`config.mk`:
```
export PLATFORM = sky130hd
export DESIGN_NAME = stride_scheduler_table_unit
export DESIGN_NICKNAME = d
export VERILOG_FILES = /design/src/sv/stu_pkg.sv /design/src/sv/stu_ram.sv /design/src/sv/stu_div.sv /design/src/sv/stride_scheduler_table_unit.sv
export SDC_FILE = /design/constraint.sdc
export NUM_CORES = 2
export LEC_CHECK = 0
export ABC_AREA = 1
export BUFFER_PORTS_ARGS = -buffer_cell sky130_fd_sc_hd__buf_2
export CORE_AREA = 2 2 466 468
export CTS_BUF_LIST = sky130_fd_sc_hd__clkbuf_8
export DETAILED_ROUTE_END_ITERATION = 8
export DIE_AREA = 0 0 468 470
export SYNTH_ARGS = -nofsm -noshare
export SYNTH_HDL_FRONTEND = slang
export SYNTH_HIERARCHICAL = 1
export SYNTH_SLANG_ARGS = --single-unit
```
`constraint.sdc`:
```
create_clock -name clk -period 18.35 [get_ports clk]
set_input_delay 0.9175 -clock clk [delete_from_list [all_inputs] [get_ports clk]]
set_output_delay 0.9175 -clock clk [all_outputs]
set_load 0.1 [all_outputs]
```
`src/sv/stu_pkg.sv`:
```
// Package for the stride scheduler table unit.
// Holds request, status and slot-state codes, default sizes and the sequencer states.
// No dependencies.
`timescale 1ns / 1ps

package stu_pkg;

  localparam int NUM_SLOTS_DEF  = 16;
  localparam int STRIDE_NUM_DEF = 65536;

  localparam int PASS_W = 64;
  localparam int ID_W   = 31;
  localparam int PRIO_W = 8;

  localparam logic [PRIO_W-1:0] PRIO_RESET = 8'd16;
  localparam logic [ID_W-1:0]   ID_RESET   = 31'd1;

  localparam logic [1:0] REQ_ALLOC = 2'd0;
  localparam logic [1:0] REQ_SET   = 2'd1;
  localparam logic [1:0] REQ_SCHED = 2'd2;

  localparam logic [1:0] STAT_OK          = 2'd0;
  localparam logic [1:0] STAT_NO_FREE     = 2'd1;
  localparam logic [1:0] STAT_NO_RUNNABLE = 2'd2;

  localparam logic [2:0] ST_UNUSED   = 3'd0;
  localparam logic [2:0] ST_USED     = 3'd1;
  localparam logic [2:0] ST_RUNNABLE = 3'd2;
  localparam logic [2:0] ST_RUNNING  = 3'd3;

  typedef enum logic [2:0] {
    S_IDLE,
    S_SET,
    S_SCAN,
    S_FIN,
    S_ALLOC_W
  } stu_fsm_t;

endpackage

```
`src/sv/stu_ram.sv`:
```
// Generic single-port-write, single-port-read RAM with a registered read.
// Uses no package items.
`timescale 1ns / 1ps

module stu_ram #(
  parameter int WIDTH = 8,
  parameter int DEPTH = 16
) (
  input  logic                     clk,
  input  logic                     we,
  input  logic [$clog2(DEPTH)-1:0] waddr,
  input  logic [WIDTH-1:0]         wdata,
  input  logic [$clog2(DEPTH)-1:0] raddr,
  output logic [WIDTH-1:0]         rdata
);

  logic [WIDTH-1:0] mem [DEPTH];
  logic [WIDTH-1:0] rdata_r;

  always_ff @(posedge clk) begin
    if (we) begin
      mem[waddr] <= wdata;
    end
    rdata_r <= mem[raddr];
  end

  assign rdata = rdata_r;

endmodule

```
`src/sv/stu_div.sv`:
```
// Bit-serial restoring divider: a fixed numerator divided by an 8-bit priority.
// One quotient bit per cycle. Depends on stu_pkg.
`timescale 1ns / 1ps

module stu_div import stu_pkg::*; #(
  parameter int NUMERATOR = STRIDE_NUM_DEF,
  parameter int NUM_W     = $clog2(NUMERATOR + 1)
) (
  input  logic              clk,
  input  logic              rst_n,
  input  logic              start,
  input  logic [PRIO_W-1:0] divisor,
  output logic [NUM_W-1:0]  quotient,
  output logic              done
);

  localparam int CNT_W = $clog2(NUM_W + 1);

  logic [PRIO_W-1:0] div_r;
  logic [PRIO_W-1:0] rem_r;
  logic [NUM_W-1:0]  num_r;
  logic [NUM_W-1:0]  quo_r;
  logic [CNT_W-1:0]  cnt_r;
  logic              busy_r;
  logic              done_r;

  logic [PRIO_W:0] trial;
  logic            fits;

  assign trial = {rem_r, num_r[NUM_W-1]};
  assign fits  = trial >= {1'b0, div_r};

  always_ff @(posedge clk) begin
    if (!rst_n) begin
      busy_r <= 1'b0;
      done_r <= 1'b0;
      cnt_r  <= '0;
    end else if (start) begin
      busy_r <= 1'b1;
      done_r <= 1'b0;
      cnt_r  <= '0;
    end else if (busy_r) begin
      cnt_r <= cnt_r + 1'b1;
      if (cnt_r == CNT_W'(NUM_W - 1)) begin
        busy_r <= 1'b0;
        done_r <= 1'b1;
      end
    end
  end

  always_ff @(posedge clk) begin
    if (start) begin
      div_r <= divisor;
      rem_r <= '0;
      num_r <= NUM_W'(NUMERATOR);
      quo_r <= '0;
    end else if (busy_r) begin
      // The remainder stays below the divisor, so it fits back into PRIO_W bits.
      rem_r <= fits ? PRIO_W'(trial - {1'b0, div_r}) : trial[PRIO_W-1:0];
      num_r <= {num_r[NUM_W-2:0], 1'b0};
      quo_r <= {quo_r[NUM_W-2:0], fits};
    end
  end

  assign quotient = quo_r;
  assign done     = done_r;

endmodule

```
`src/sv/stride_scheduler_table_unit.sv`:
```
// Stride scheduler table unit: top level with the request sequencer. Uses stu_pkg, stu_ram, stu_div.
// Set-state and unknown requests answer from S_SET; schedule scans every slot, one slot
// read per cycle, and answers from S_FIN; allocate scans up to the first free slot and answers
// from S_ALLOC_W once the divider (one quotient bit per cycle) is done, or from S_FIN if none is free.
// One request at a time; the next one can be accepted at the edge that takes the result beat.
// Reset (rst_n, synchronous) frees every slot, sets id 1 and priority 16; no receiver stall.
`timescale 1ns / 1ps

module stride_scheduler_table_unit import stu_pkg::*; #(
  parameter int NUM_SLOTS        = NUM_SLOTS_DEF,
  parameter int STRIDE_NUMERATOR = STRIDE_NUM_DEF
) (
  input  logic              clk,
  input  logic              rst_n,
  input  logic              start,
  output logic              busy,
  input  logic [1:0]        in_req_type,
  input  logic [3:0]        in_slot,
  input  logic [2:0]        in_new_state,
  input  logic [PRIO_W-1:0] in_priority_req,
  output logic              out_valid,
  output logic [1:0]        out_status,
  output logic [3:0]        out_chosen_slot,
  output logic [ID_W-1:0]   out_task_id,
  input  logic              cfg_we,
  input  logic [PRIO_W-1:0] cfg_wdata
);

  localparam int IDX_W    = $clog2(NUM_SLOTS);
  localparam int CNT_W    = IDX_W + 1;
  localparam int STRIDE_W = $clog2(STRIDE_NUMERATOR + 1);
  localparam int DATA_W   = PASS_W + STRIDE_W + ID_W;

  stu_fsm_t state_r, state_nxt;

  logic [PRIO_W-1:0] def_prio_r;
  logic [ID_W-1:0]   next_id_r;
  logic              valid_r [NUM_SLOTS];

  logic [1:0]        req_type_r;
  logic [3:0]        req_slot_r;
  logic [2:0]        req_nstate_r;

  logic [CNT_W-1:0]    rd_cnt_r;
  logic                cmp_vld_r;
  logic [IDX_W-1:0]    cmp_idx_r;
  logic                vld_q_r;
  logic                found_r;
  logic [IDX_W-1:0]    best_idx_r;
  logic [PASS_W-1:0]   best_pass_r;
  logic [STRIDE_W-1:0] best_stride_r;
  logic [ID_W-1:0]     best_id_r;

  logic              out_valid_r;
  logic [1:0]        out_status_r;
  logic [3:0]        out_slot_r;
  logic [ID_W-1:0]   out_id_r;

  logic                accept;
  logic                rd_issue;
  logic [IDX_W-1:0]    raddr;
  logic [2:0]          st_q;
  logic [DATA_W-1:0]   dat_q;
  logic [2:0]          eff_st;
  logic [PASS_W-1:0]   q_pass;
  logic [STRIDE_W-1:0] q_stride;
  logic [ID_W-1:0]     q_id;
  logic                is_alloc;
  logic                cmp_hit;
  logic                scan_end;

  logic [IDX_W+3:0]  slot_ext;
  logic [IDX_W+3:0]  best_ext;
  logic              slot_ok;
  logic [PRIO_W-1:0] prio_eff;
  logic              div_start;
  logic [STRIDE_W-1:0] div_quo;
  logic              div_done;

  logic              st_we;
  logic [IDX_W-1:0]  st_waddr;
  logic [2:0]        st_wdata;
  logic              dat_we;
  logic [DATA_W-1:0] dat_wdata;
  logic              res_fire;
  logic [1:0]        res_status;
  logic [3:0]        res_slot;
  logic [ID_W-1:0]   res_id;

  assign busy   = state_r != S_IDLE;
  assign accept = start && !busy;

  // Tables. Writes happen only outside a scan (in S_SET, S_FIN and S_ALLOC_W), so a later scan
  // always sees them and no forwarding is needed.
  stu_ram #(.WIDTH(3), .DEPTH(NUM_SLOTS)) u_state_ram (
    .clk   (clk),
    .we    (st_we),
    .waddr (st_waddr),
    .wdata (st_wdata),
    .raddr (raddr),
    .rdata (st_q)
  );

  stu_ram #(.WIDTH(DATA_W), .DEPTH(NUM_SLOTS)) u_data_ram (
    .clk   (clk),
    .we    (dat_we),
    .waddr (st_waddr),
    .wdata (dat_wdata),
    .raddr (raddr),
    .rdata (dat_q)
  );

  assign prio_eff  = (in_priority_req != '0) ? in_priority_req :
                     (def_prio_r != '0) ? def_prio_r : PRIO_W'(1);
  assign div_start = accept && (in_req_type == REQ_ALLOC);

  stu_div #(.NUMERATOR(STRIDE_NUMERATOR), .NUM_W(STRIDE_W)) u_div (
    .clk      (clk),
    .rst_n    (rst_n),
    .start    (div_start),
    .divisor  (prio_eff),
    .quotient (div_quo),
    .done     (div_done)
  );

  assign raddr    = rd_cnt_r[IDX_W-1:0];
  assign rd_issue = (state_r == S_SCAN) && (rd_cnt_r < CNT_W'(NUM_SLOTS));

  // A slot whose valid bit is clear has never been written since reset and reads as unused.
  assign eff_st   = vld_q_r ? st_q : ST_UNUSED;
  assign q_pass   = dat_q[DATA_W-1 -: PASS_W];
  assign q_stride = dat_q[ID_W +: STRIDE_W];
  assign q_id     = dat_q[ID_W-1:0];
  assign is_alloc = req_type_r == REQ_ALLOC;

  assign cmp_hit  = cmp_vld_r && (is_alloc ? (eff_st == ST_UNUSED) :
                    ((eff_st == ST_RUNNABLE) && (!found_r || (q_pass < best_pass_r))));
  assign scan_end = cmp_vld_r && ((is_alloc && (eff_st == ST_UNUSED)) ||
                    (cmp_idx_r == IDX_W'(NUM_SLOTS - 1)));

  assign slot_ext = {{IDX_W{1'b0}}, req_slot_r};
  assign slot_ok  = slot_ext < (IDX_W + 4)'(NUM_SLOTS);
  assign best_ext = {4'b0000, best_idx_r};

  always_comb begin
    state_nxt = state_r;
    case (state_r)
      S_IDLE: begin
        if (accept) begin
          if (in_req_type inside {REQ_ALLOC, REQ_SCHED}) begin
            state_nxt = S_SCAN;
          end else begin
            state_nxt = S_SET;
          end
        end
      end
      S_SET: begin
        state_nxt = S_IDLE;
      end
      S_SCAN: begin
        if (scan_end) begin
          state_nxt = S_FIN;
        end
      end
      S_FIN: begin
        state_nxt = (is_alloc && found_r) ? S_ALLOC_W : S_IDLE;
      end
      S_ALLOC_W: begin
        if (div_done) begin
          state_nxt = S_IDLE;
        end
      end
      default: begin
        state_nxt = S_IDLE;
      end
    endcase
  end

  always_comb begin
    res_fire   = 1'b0;
    res_status = STAT_OK;
    res_slot   = '0;
    res_id     = '0;
    st_we      = 1'b0;
    st_waddr   = best_idx_r;
    st_wdata   = ST_USED;
    dat_we     = 1'b0;
    dat_wdata  = {PASS_W'(0), div_quo, next_id_r};
    case (state_r)
      S_SET: begin
        res_fire = 1'b1;
        if (req_type_r == REQ_SET) begin
          res_slot = req_slot_r;
          if (slot_ok) begin
            st_we    = 1'b1;
            st_waddr = slot_ext[IDX_W-1:0];
            st_wdata = req_nstate_r;
          end
        end
      end
      S_FIN: begin
        if (!found_r) begin
          res_fire   = 1'b1;
          res_status = is_alloc ? STAT_NO_FREE : STAT_NO_RUNNABLE;
        end else if (!is_alloc) begin
          // The stride is charged at selection time; a running slot is never compared.
          res_fire  = 1'b1;
          res_slot  = best_ext[3:0];
          res_id    = best_id_r;
          st_we     = 1'b1;
          st_wdata  = ST_RUNNING;
          dat_we    = 1'b1;
          dat_wdata = {best_pass_r + {{(PASS_W - STRIDE_W){1'b0}}, best_stride_r},
                       best_stride_r, best_id_r};
        end
      end
      S_ALLOC_W: begin
        if (div_done) begin
          res_fire = 1'b1;
          res_slot = best_ext[3:0];
          res_id   = next_id_r;
          st_we    = 1'b1;
          st_wdata = ST_USED;
          dat_we   = 1'b1;
        end
      end
      default: begin
      end
    endcase
  end

  always_ff @(posedge clk) begin
    if (!rst_n) begin
      state_r     <= S_IDLE;
      def_prio_r  <= PRIO_RESET;
      next_id_r   <= ID_RESET;
      out_valid_r <= 1'b0;
      for (int i = 0; i < NUM_SLOTS; i++) begin
        valid_r[i] <= 1'b0;
      end
    end else begin
      state_r     <= state_nxt;
      out_valid_r <= res_fire;
      if (cfg_we) begin
        def_prio_r <= cfg_wdata;
      end
      if (st_we) begin
        valid_r[st_waddr] <= 1'b1;
      end
      if ((state_r == S_ALLOC_W) && div_done) begin
        next_id_r <= next_id_r + 1'b1;
      end
    end
  end

  always_ff @(posedge clk) begin
    if (!rst_n) begin
      rd_cnt_r  <= '0;
      cmp_vld_r <= 1'b0;
      found_r   <= 1'b0;
    end else if (accept) begin
      rd_cnt_r  <= '0;
      cmp_vld_r <= 1'b0;
      found_r   <= 1'b0;
    end else if (state_r == S_SCAN) begin
      rd_cnt_r  <= rd_cnt_r + CNT_W'(rd_issue);
      cmp_vld_r <= rd_issue;
      if (cmp_hit) begin
        found_r <= 1'b1;
      end
    end
  end

  always_ff @(posedge clk) begin
    if (accept) begin
      req_type_r   <= in_req_type;
      req_slot_r   <= in_slot;
      req_nstate_r <= in_new_state;
    end
    if (state_r == S_SCAN) begin
      cmp_idx_r <= raddr;
      vld_q_r   <= valid_r[raddr];
      if (cmp_hit) begin
        best_idx_r    <= cmp_idx_r;
        best_pass_r   <= q_pass;
        best_stride_r <= q_stride;
        best_id_r     <= q_id;
      end
    end
    if (res_fire) begin
      out_status_r <= res_status;
      out_slot_r   <= res_slot;
      out_id_r     <= res_id;
    end
  end

  assign out_valid       = out_valid_r;
  assign out_status      = out_status_r;
  assign out_chosen_slot = out_slot_r;
  assign out_task_id     = out_id_r;

endmodule

```
## Word level (Yosys, flattened, before mapping)

Memories as Yosys holds them, arrays and structs flattened. A register that Yosys moved wholly into a read port is not among the register bits.
Cells that the tools add are included.
W data, S select, Z words.

| operators by class | value |
|---|---|
| $add $sub $neg | 5 |
| multiply operators | 0 |
| divide/modulo/power cells | 0 |
| magnitude comparators | 4 |
| equality and inequality tests | 12 |
| shift operators | 0 |
| mux-type cells | 54 |
| bitwise logic cells | 2 |
| reductions and logical operators | 28 |

Operators with widths:

| cell | number |
|---|---|
| $mux W112 | 3 |
| $mux W31 | 3 |
| $add A64 B17 Y64 | 1 |
| $lt A64 B64 Y1 | 1 |
| $pmux W31 S2 | 1 |
| $mux W4 | 8 |
| $add A31 B1 Y31 const B | 1 |
| $mux W8 | 3 |
| $mux W3 | 7 |
| $mux W1 | 19 |
| $reduce_bool A8 Y1 | 2 |
| $pmux W3 S4 | 1 |
| $pmux W4 S3 | 1 |
| $eq A3 B2 Y1 const B | 3 |
| $ge A9 B8 Y1 | 1 |
| $logic_and A1 B1 Y1 | 9 |
| $mux W2 | 4 |
| $sub A8 B8 Y8 | 1 |
| $logic_not A3 Y1 | 2 |
| $pmux W1 S3 | 2 |
| $pmux W3 S2 | 1 |
| $reduce_or A2 Y1 | 3 |
| $add A5 B1 Y5 | 1 |
| $add A5 B1 Y5 const B | 1 |
| other kinds (20) | 26 |

| storage, ports and cells | value |
|---|---|
| flip-flop bits (word level) | 257 |
| latch bits | 0 |
| RAM bits | 1856 |
| bits in read-only memories | 0 |
| bits of input ports | 29 |
| output and inout bits | 39 |
| word-level logic and storage cells | 133 |
| memories | 3 |

Memory list:

| name | depth | width | rd ports | clocked after memory_dff | wr ports | line | source |
|---|---|---|---|---|---|---|---|
| u_data_ram.mem | 16 | 112 | 1 | 1 | 1 | stu_ram.sv:17 | `logic [WIDTH-1:0] mem [DEPTH];` |
| u_state_ram.mem | 16 | 3 | 1 | 1 | 1 | stu_ram.sv:17 |  |
| valid_r | 16 | 1 | 1 | 1 | 16 | stride_scheduler_table_unit.sv:38 | `logic valid_r [NUM_SLOTS];` |

## Longest topological paths before layout

| depth | value |
|---|---|
| depth in word-level cells | 9 |
| depth in mapped cells | 19 |
| mapped depth without buffers | 19 |

## Cells and area by module

The synthesis kept the hierarchy.

By module, submodules not included:

| module | instances | cells an instance | area an instance (um^2) | seq. area each (um^2) |
|---|---|---|---|---|
| stu_ram at u_data_ram | 1 | 7347 | 78783.1 | 56053.8 |
| stride_scheduler_table_unit | 1 | 1535 | 13115.1 | 6336.1 |
| stu_ram at u_state_ram | 1 | 224 | 2239.6 | 1501.4 |
| stu_div | 1 | 253 | 2097.0 | 900.9 |

## Worst setup path before layout

No wires, ideal clock.

| path | value |
|---|---|
| path type | flip-flop to flip-flop |
| start point | reg state_r[0] |
| end point | mem u_data_ram/mem[4][0] (netlist bit), enable pin |
| setup time | 585 ps |
| data arrival time | 6242 ps |
| required time | 17765 ps |
| slack | 11523 ps |
| stages on the path, launching flop included | 8 |
| buffers on the path | 0 |
| period minus slack after synthesis | 6827 ps |
| cell sequence | dfxtp_1 -> nand2_1 -> nor2_1 -> nand2_2 -> a21oi_1 -> inv_2 -> nand3b_1 -> nor2_1 |

| on the way | value |
|---|---|
| elaborated cells between the ends (all ways) | 7 |
| those cells by class | eq/ne (3); mux (4) |

RTL lines:

| element | line | source |
|---|---|---|
| from (decl) | stride_scheduler_table_unit.sv:34 | `stu_fsm_t state_r, state_nxt;` |
| from (signal assigned) | stride_scheduler_table_unit.sv:242 | `state_r <= state_nxt;` |
| $eq A3 B1 Y1 | stride_scheduler_table_unit.sv:189 | `case (state_r)` |
| $mux W4 | stride_scheduler_table_unit.sv:189 |  |
| named net st_waddr[3] | stride_scheduler_table_unit.sv:81 | `logic [IDX_W-1:0] st_waddr;` |
| to (decl) | stu_ram.sv:17 |  |

The timed path passes the listed nets, and every way through them passes these cells.

## Worst setup path in the final report

| path | value |
|---|---|
| start point | reg state_r[1] |
| end point | mem u_data_ram/mem[5][12] (netlist bit), enable pin |

| on the way | value |
|---|---|
| word-level cells in the longest chain between the ends | 4 |
| elaborated cells between the ends (all ways) | 7 |
| those cells by class | eq/ne (3); mux (4) |

RTL lines:

| element | line | source |
|---|---|---|
| $eq A3 B3 Y1 or $eq A3 B2 Y1 (tied branches) | stride_scheduler_table_unit.sv:189 |  |
| $pmux W1 S2 * | stride_scheduler_table_unit.sv:189 |  |
| named net dat_we | stride_scheduler_table_unit.sv:83 | `logic dat_we;` |
| $mux W1 * | stu_ram.sv:21 | `if (we) begin` |
| $mux W1 (not written as such) * | stu_ram.sv:22 | `mem[waddr] <= wdata;` |

The timed path passes the listed nets; every way through them passes the cells marked *.

==> results.py <==
metrics = {
    "final_layout": {
        "final_cell_mix": "nand2_1 (2,757), edfxtp_1 (2,015), inv_1 (1,770)",
        "post_route_cells_drive_above_1_share": 0.0811,
        "multi_input_area_mm2": 0.0232,
        "final_common_cell": "nand2_1",
        "ff_latch_area_mm2": 0.0648,
        "area_growth_pct": 10.4,
        "fin_util": 0.493,
        "nets": 9659,
        "fill_cells": 19500,
    },
    "place": {
        "gp_congestion": 0.885,
        "port_buffers": 67,
        "hpwlAfterDp_um": 131000,
        "pre_cts_ws_ps": 13020,
    },
    "global_routing": {
        "grt_pass1_vias": 62600,
        "grt_pass1_wl_um": 384000,
        "antenna_found_initial": 3,
        "grt_start_max_net_pins": 163,
        "groute.usage.overall": 0.228,
        "grt_remaining_overflow": 0,
    },
    "run_status": {
        "status": "finished clean",
    },
    "synth": {
        "synth_fa_ha_area_frac": 0.0125,
        "synth-main-ff-cell": "edfxtp_1",
        "synthArstFlopShare": 0,
        "netlist_area_mm2": 0.0962,
        "synthXorXnorAreaFrac": 0.00127,
        "ys_seq_area_frac": 0.673,
        "synth-simple-area-share": 0.204,
        "synth_mux_area_frac": 0,
        "syn_inst": 9359,
        "synth-edff-count": 2015,
        "synth_area_per_cell_um2": 10.3,
        "synth_warnings": 6,
        "synth_compound_area_frac": 0.0215,
        "ys_types": 61,
        "ys_ff_latch": 2229,
        "synth_top_family_by_area": "simple AND/OR/NAND/NOR gates",
        "postSynthNetCount": 9483,
    },
    "floorplanning": {
        "initial_utilization": 0.446,
        "ios": 68,
        "die_x_um": 468,
        "coreArea_mm2": 0.216,
        "die_area_mm2": 0.220,
        "die_h_um": 470,
        "row_count": 171,
    },
    "power": {
        "powerDensity_mw_per_mm2": 100,
        "power_leakage_nw": 45.8,
        "power_w": 0.0106,
        "peakVddDrop_uv": 72.3,
    },
    "sta": {
        "slew_headroom": 0.0925,
        "worstMarginPinSlew_ps": 1360,
        "fin_ws_ps": 13050,
        "max_freq_ghz": 0.189,
        "period_share": 0.289,
        "finalSetupViolCount": 0,
        "fin_crit_ps": 5300,
        "fin_hold_ws_ps": 123,
        "clock_skew_ps": 80.4,
        "rsz0062_at_grt": "no",
        "setup_tns_ps": 0,
        "maxSlewViolCount": 0,
        "hold_viol_final": 0,
    },
    "cts": {
        "clkSinkCount": 2229,
        "cts_buffer_depth": 4,
        "insertion_delay_ps": 1110,
        "htreeDepth": 5,
        "clock-root-buffer": "clkbuf_8",
        "numCtsBuffers": 374,
        "cts_resized": 0,
        "cts_tree": "done",
        "clk_pin_slew_ps": 60,
    },
    "flow_run": {
        "drv_cap": 0,
    },
    "drt": {
        "routed_via_density": 5.17,
        "route.detailed.drc": 0,
        "wl_per_cell_um": 20.0,
        "drt-total-wl_um": 253000,
        "drt.antenna.violating_nets": 0,
        "vias": 65500,
        "firstDrtPassIters": 6,
        "drt_iter0_drc": 5992,
    },
    "worst_setup_path": {
        "ff2ff_setup_slack_ps": 13050,
        "crit_path_max_fanout": 127,
        "worstSetupPathType": "reg -> reg",
        "reg2reg_depth": 12,
        "regToRegEndpoint": "u_data_ram/mem[5][12]",
        "end_kind": "flip-flop",
        "startpoint_type": "flip-flop",
        "crit_path_end": "u_data_ram/mem[5][12]",
        "required_ps": 19040,
        "crit_start": "state_r[1]",
        "r2r_start": "state_r[1]",
        "crit_arrival_ps": 5990,
    },
    "min_path": {
        "holdCritPathClass": "in -> reg",
    },
}
==> synth_stat cells, types with 10 or more instances <==
cell type | number | area [um^2]
clkbuf_1 | 102 | 383
a21oi_1 | 134 | 671
buf_4 | 43 | 323
nand3_1 | 1442 | 7220
nand2_1 | 2757 | 10300
nand4_1 | 26 | 163
buf_6 | 29 | 327
ha_1 | 93 | 1160
nand2_2 | 15 | 93.8
buf_2 | 213 | 1070
edfxtp_1 | 2015 | 60500
nand3_2 | 10 | 100
inv_2 | 20 | 75.1
nand3b_1 | 12 | 90.1
nor3_1 | 70 | 350
buf_1 | 28 | 105
o21ai_1 | 18 | 90.1
nor2_1 | 197 | 739
nor4_1 | 16 | 100
dfxtp_1 | 214 | 4280
o21ai_0 | 165 | 826
xor2_1 | 13 | 114
inv_1 | 1616 | 6070
==> power by group <==
group	internal [W]	leakage, nW	switching (W)
sequential	0.00568	17.5	0.0000682
clock	0.00208	4.04	0.00195
combinational	0.000186	24.3	0.000681
total	0.00794	45.8	0.00270
==> repair_timing <==
action / 4_1_cts / 5_1_grt
hold buffers: 12 / 0
endpoints found under the hold margin: 12 / 0
buffers inserted: 0 / 0
==> critical path: stages, from the launching register on <==
cell and delay, ps:
dfxtp_1 400, inv_1 110, nor2_2 160, inv_2 80
nor3_4 150, buf_12 510, nor2_2 130, inv_1 190
nand3b_1 350, nor2_4 760, buf_4 590, buf_4 610
buf_4 650
==> metal layers <==
metal / vias up / wire, um / global-route usage
li1: 30900 / - / -
met1: 31700 / 112000 / 0.326
met2: 2450 / 117000 / 0.361
met3: 382 / 19400 / 0.0355
met4: 0 / 5040 / 0.0616
met5: - / 0 / 0
==> kinds of logic after synthesis <==
| kind of cell | after synthesis |
|---|---|
| AOI/OAI and AO/OA | 376 |
| adders and majority gates | 95 |
| buffers and inverters | 2057 |
| DFF | 2229 |
| xor gates and xnor gates | 14 |
| and+or+nand+nor | 4588 |
==> layout make-up <==
class | count | area share
flip-flops and latches | 2229 | 0.610
multi-input cells | 5073 | 0.219
inverters | 1641 | 0.0583
clock buffers | 410 | 0.0531
well taps | 2854 | 0.0336
repair buffers | 216 | 0.0155
clock inverters | 253 | 0.0105
diodes | 2 | 0.0000471
==> per-stage QoR <==
stage | instance area, um^2 | instances
2_1_floorplan | 96200 | 9359
3_3_place_gp | 99400 | 12000
3_5_place_dp | 99400 | 12000
4_1_cts | 106000 | 12700
5_1_grt | 106000 | 12700
6_report | 106000 | 12700
==> how the worst min path moves through the flow <==
| stage | startpoint | to | slack (ps) | depth (start not counted) |
|---|---|---|---|---|
| 3_3_place_gp | u_data_ram/rdata[41] | best_stride_r[10] | 390 | 0 |
| 5_1_grt | cfg_wdata[0] | def_prio_r[0] | 80 | 3 |
| 3_5_place_dp | u_data_ram/rdata[46] | best_stride_r[15] | 390 | 0 |
| 4_1_cts | cfg_wdata[0] | def_prio_r[0] | 7 | 3 |
| 2_1_floorplan | u_data_ram/rdata[0] | best_id_r[0] | 390 | 0 |
| 6_report | cfg_wdata[0] | def_prio_r[0] | 120 | 3 |
==> registers in the layout, indices dropped and copies added (netlist names), 3 cells and up <==
register / flops
best_pass_r: 64
u_data_ram/mem: 1792
best_stride_r: 17
req_nstate_r: 3
u_state_ram/rdata: 3
u_data_ram/rdata: 112
u_div/quotient: 17
best_idx_r: 4
u_div/div_r: 8
u_div/rem_r: 8
out_chosen_slot: 4
next_id_r: 31
u_div/cnt_r: 5
def_prio_r: 8
rd_cnt_r: 5
valid_r: 16
best_id_r: 31
u_state_ram/mem: 48
cmp_idx_r: 4
out_task_id: 31
req_slot_r: 4
state_r: 3
Note: power is estimated with default switching activity, not from simulation.
